## config.mk

```make
export PLATFORM = sky130hd
export DESIGN_NAME = flpte_csr
export DESIGN_NICKNAME = d
export VERILOG_FILES = /design/src/rtl/core/flpte_pkg.sv /design/src/rtl/core/flpte_csr.sv
export SDC_FILE = /design/constraint.sdc
export NUM_CORES = 1
export LEC_CHECK = 0
export CAP_MARGIN = 30
export CELL_PAD_IN_SITES_DETAIL_PLACEMENT = 0
export CELL_PAD_IN_SITES_GLOBAL_PLACEMENT = 2
export CORE_MARGIN = 2
export CORE_UTILIZATION = 26
export CTS_CLUSTER_SIZE = 14
export DETAILED_ROUTE_END_ITERATION = 7
export DONT_BUFFER_PORTS = 1
export PLACE_DENSITY = 0.75
export SYNTH_ARGS = -nofsm -noshare
export SYNTH_HDL_FRONTEND = slang
export SYNTH_SLANG_ARGS = --single-unit
```

## constraint.sdc

```tcl
create_clock -name clock -period 1.7 [get_ports clock]
set_clock_uncertainty 0.05 [all_clocks]
set_input_delay 0.425 -clock clock [delete_from_list [all_inputs] [get_ports clock]]
set_output_delay 0.425 -clock clock [all_outputs]
set_load 0.03 [all_outputs]
```

## src/rtl/core/flpte_pkg.sv

```systemverilog
// ----------------------------------------------------------------------------
// flpte_pkg
// Shared types and constants of the four-level page table engine.
// ----------------------------------------------------------------------------
package flpte_pkg;

   localparam int TABLE_PAGES_DEF = 64;
   localparam int IDX_W           = 9;
   localparam int ENTRIES         = 512;
   localparam int VA_W            = 48;
   localparam int PA_W            = 52;
   localparam int ENTRY_W         = 64;
   localparam int FRAME_LSB       = 12;
   localparam int PW_W            = 6;
   localparam int CSR_AW          = 3;
   localparam int CSR_DW          = 32;

   localparam logic [PW_W-1:0]      PHYS_WIDTH_RST = 6'd52;
   localparam logic [FRAME_LSB-1:0] UPPER_FLAGS    = 12'h007;
   localparam logic [FRAME_LSB-1:0] OFFSET_MASK    = 12'hfff;

   typedef enum logic [1:0] {
      ACT_MAP   = 2'd0,
      ACT_UNMAP = 2'd1,
      ACT_XLATE = 2'd2,
      ACT_NONE  = 2'd3
   } action_type;

   typedef enum logic [1:0] {
      STAT_DONE   = 2'd0,
      STAT_ABSENT = 2'd1,
      STAT_NOPAGE = 2'd2
   } status_type;

   typedef enum logic [2:0] {
      ST_INIT,
      ST_IDLE,
      ST_READ,
      ST_CHECK,
      ST_CLEAR,
      ST_LINK,
      ST_RESP
   } state_type;

   typedef enum logic [0:0] {
      REG_PHYS_WIDTH = 1'b0
   } csr_reg_type;

endpackage

```

## src/rtl/core/flpte_csr.sv

```systemverilog
// ----------------------------------------------------------------------------
// flpte_csr
// APB-style register block holding the physical address width.
// ----------------------------------------------------------------------------
module flpte_csr
   import flpte_pkg::*;
(
   input  logic               clock,
   input  logic               reset,
   input  logic               psel,
   input  logic               penable,
   input  logic               pwrite,
   input  logic [CSR_AW-1:0]  paddr,
   input  logic [CSR_DW-1:0]  pwdata,
   output logic [CSR_DW-1:0]  prdata,
   output logic               pready,
   output logic [PW_W-1:0]    phys_width
);

   logic [PW_W-1:0] phys_width_ff;
   logic [PW_W-1:0] phys_width_in;
   logic            sel_pw;

   assign sel_pw = (paddr[CSR_AW-1] == REG_PHYS_WIDTH);
   assign pready = 1'b1;

   always_comb begin
      phys_width_in = phys_width_ff;
      if (psel && penable && pwrite && sel_pw) begin
         phys_width_in = pwdata[PW_W-1:0];
      end
   end

   always_ff @(posedge clock) begin
      if (reset) begin
         phys_width_ff <= PHYS_WIDTH_RST;
      end else begin
         phys_width_ff <= phys_width_in;
      end
   end

   always_comb begin
      prdata = '0;
      if (sel_pw) begin
         prdata = {{(CSR_DW-PW_W){1'b0}}, phys_width_ff};
      end
   end

   assign phys_width = phys_width_ff;

endmodule
```

# Yosys cells after proc, flatten, opt, wreduce, memory -nomap -nowiden
# Cells that the tools add are included.
# word_totals
reg_bits	6
inputBits	40
output_inout_bits	39
elab_cells	6
# op_classes
muxes	1
n_bitwise	1
reduce_logical	3
# ops
cell	n
$mux 6	1
$logic_and 1x1->1	3
$not 1->1	1

# Depth between registers and ports, before layout
# depth
word_depth	3
ltp_mapped	3
depth_no_buf	2

# Worst setup path before layout
# No wires, ideal clock.
# synth_timing
path_kind	register to output
from	register phys_width_ff[0] (netlist: phys_width[0])
to	output prdata[0]
t_arrival_ns	0.785
required_ns	1.225
path_slack_ns	0.440
stages_incl_launch_ff	2
n_path_buf	0
path_cell_list	dfxtp_1 and2b_2
# synth_via
elab_chain_len	1
# synth_lines
element	line_no	text
start: declaration	flpte_csr.sv:20	logic [PW_W-1:0] phys_width_ff;
start signal: assignment	flpte_csr.sv:38	phys_width_ff <= phys_width_in;
$mux 6	flpte_csr.sv:44	if (sel_pw) begin
end: declaration	flpte_csr.sv:15	output logic [CSR_DW-1:0] prdata,
# No other way between the ends.

# Final worst setup path
# layout_timing
from	register phys_width_ff[4] (netlist: phys_width[4])
to	output prdata[4]
# The elaborated chain is that of the path after synthesis.

==> impl_metrics.json <==
{
  "status": "finished, final reports clean",
  "start_util_pct": 27.2,
  "drive_gt1_share_pct": 22.4,
  "crit_required_ns": 1.22,
  "viasPerCell": 3.48,
  "critPathBufInv": 0,
  "yosysUniqueCellTypes": 10,
  "clkTransAtPathRegs_ns": 0.04,
  "fin_nets": 109,
  "finalCritPeriodShare_pct": 75.5,
  "routed_wl_um": 836,
  "slowest_delay_ns": 0.33,
  "cap_violations": 0,
  "endpoint_kind": "output port",
  "multi_input_area_um2": 284,
  "swShare_pct": 39.3,
  "gr-total-overflow": 0,
  "grt_use_total_pct": 7.14,
  "p_leak_nw": 0.247,
  "hold_violations": 0,
  "syn2layout_area_growth_pct": -4.27,
  "syn-cell-area_um2": 528,
  "yosysSeqAreaShare_pct": 22.7,
  "postSynthCellCount": 62,
  "finalSetupTns_ns": 0,
  "grt_pass1_wl_um": 1210,
  "finalCriticalPeriod_ns": 1.28,
  "dr.pass1.iters": 4,
  "dp_hpwl_um": 702,
  "postCtsHoldBufs": 0,
  "dr_total_vias": 327,
  "die_area_um2": 2410,
  "finalInstanceArea_um2": 505,
  "ioPinCount": 79,
  "regArea_um2": 120,
  "crit_type": "reg2out",
  "cpLargestDelayFamily": "flip-flops",
  "diodes": 0,
  "port_buffers": 0,
  "slew_violations": 0,
  "fp.coreArea_um2": 1940,
  "fillers": 230,
  "dr.first_iter.drc_count": 1,
  "cp_slowest_cell": "dfxtp_1",
  "cts_tree": "built",
  "power.density_nw_per_um2": 784,
  "p_seq_share_pct": 36.8,
  "clock_path_buffers": 2,
  "ir_drop_v": 0.000206,
  "antenna_found_initial": 0,
  "path_cells": "and2b_2",
  "clockPowerShare_pct": 33.0,
  "cp.arrival_ns": 0.81,
  "worstSkewPairLatency_ns": 0.24,
  "largest_reg_flops": 6,
  "first_global_vias": 258,
  "comb_power_share_pct": 30.3,
  "final_common_cell": "conb_1",
  "postCtsSetupRepairBufs": 0,
  "cts_made_buffers": 3,
  "die_h_um": 49.1,
  "setup_violations": 0,
  "p_int_mw": 0.241,
  "rsz0062_at_grt": "no",
  "dpl_cell_area_um2": 483,
  "netSwitchingPower_mw": 0.156,
  "grt_start_max_net_pins": 13,
  "routedWlPerCell_um": 8.89,
  "rows": 16,
  "fmax_mhz": 779,
  "postRouteAntennaNets": 0,
  "gp_congestion": 0.547,
  "ys_warn_count": 0,
  "cts.repair.resized": 0,
  "drcViolationCount": 0,
  "ys_ff_latch": 6,
  "cts_num_sinks": 6,
  "start_kind": "register",
  "hp-class": "in2reg",
  "root_buffer": "clkbuf_4",
  "avgSynthCellArea_um2": 8.52,
  "cts_htree_levels": 1,
  "critical_path.max_fanout": 2,
  "die_w_um": 49.1
}
==> power groups by stage <==
stage	registers [mW]	clock network [mW]	logic (mW)
floorplan	0.155	0	0.157
global placement	0.148	0	0.119
detailed placement	0.148	0	0.119
CTS	0.146	0.140	0.119
global route	0.146	0.152	0.125
finish	0.146	0.131	0.120
==> per-layer routing <==
layer  track usage, %  share of wire [%]  vias to the layer above
li1                 -                  -                      148
met1             6.00                 31                      144
met2             10.6                 47                       33
met3             5.21                 20                        2
met4             7.14                1.8                        0
met5                0                  0                        -
==> through the flow <==
stage / hold WS [ns] / total power, mW / instances / worst slack (ns) / utilization [%]
final: 0.286 / 0.396 / 94 / 0.416 / 26.0
after global routing: 0.281 / 0.423 / 94 / 0.350 / 26.0
after CTS: 0.278 / 0.405 / 94 / 0.392 / 26.0
after global placement: 0.536 / 0.267 / 91 / 0.461 / 24.9
after detailed placement: 0.541 / 0.268 / 91 / 0.436 / 24.9
after floorplan: 0.530 / 0.312 / 87 / 0.440 / -
==> synthesized netlist by cell type <==
library cell	count	area, µm²
conb_1	2	7.51
and4b_1	1	10.0
clkbuf_1	1	3.75
mux2i_1	6	60.1
buf_6	1	11.3
nor2_1	6	22.5
nand2b_1	6	37.5
and2b_2	6	52.6
buf_4	27	203
dfxtp_1	6	120
==> cell families (layout without fill, tap and decap cells) <==
group                  Yosys count  in the layout  share of synthesized area (%)
other                            2             27                           1.42
AND/OR/NAND/NOR                 19             19                           23.2
buffers and inverters           29              9                           41.2
flip-flops                       6              6                           22.7
multiplexers                     6              6                           11.4
==> final timing paths <==
kind / from / depth (start not counted) / end / slack [ns]
setup / recovery: phys_width[4] / 1 / prdata[4] / 0.42
hold / removal: pwdata[3] / 2 / phys_width[3] / 0.29
setup reg to reg: phys_width[4] / 3 / phys_width[4] / 0.87
hold reg to reg: phys_width[0] / 3 / phys_width[0] / 0.59
==> final cells by class <==
type	instances	share of cell area, %
repair buffers	6	8.91
well taps	27	6.68
clock buffers	3	4.46
flip-flops and latches	6	23.8
multi-input cells	52	56.2
(Power assumes the default switching activity.)
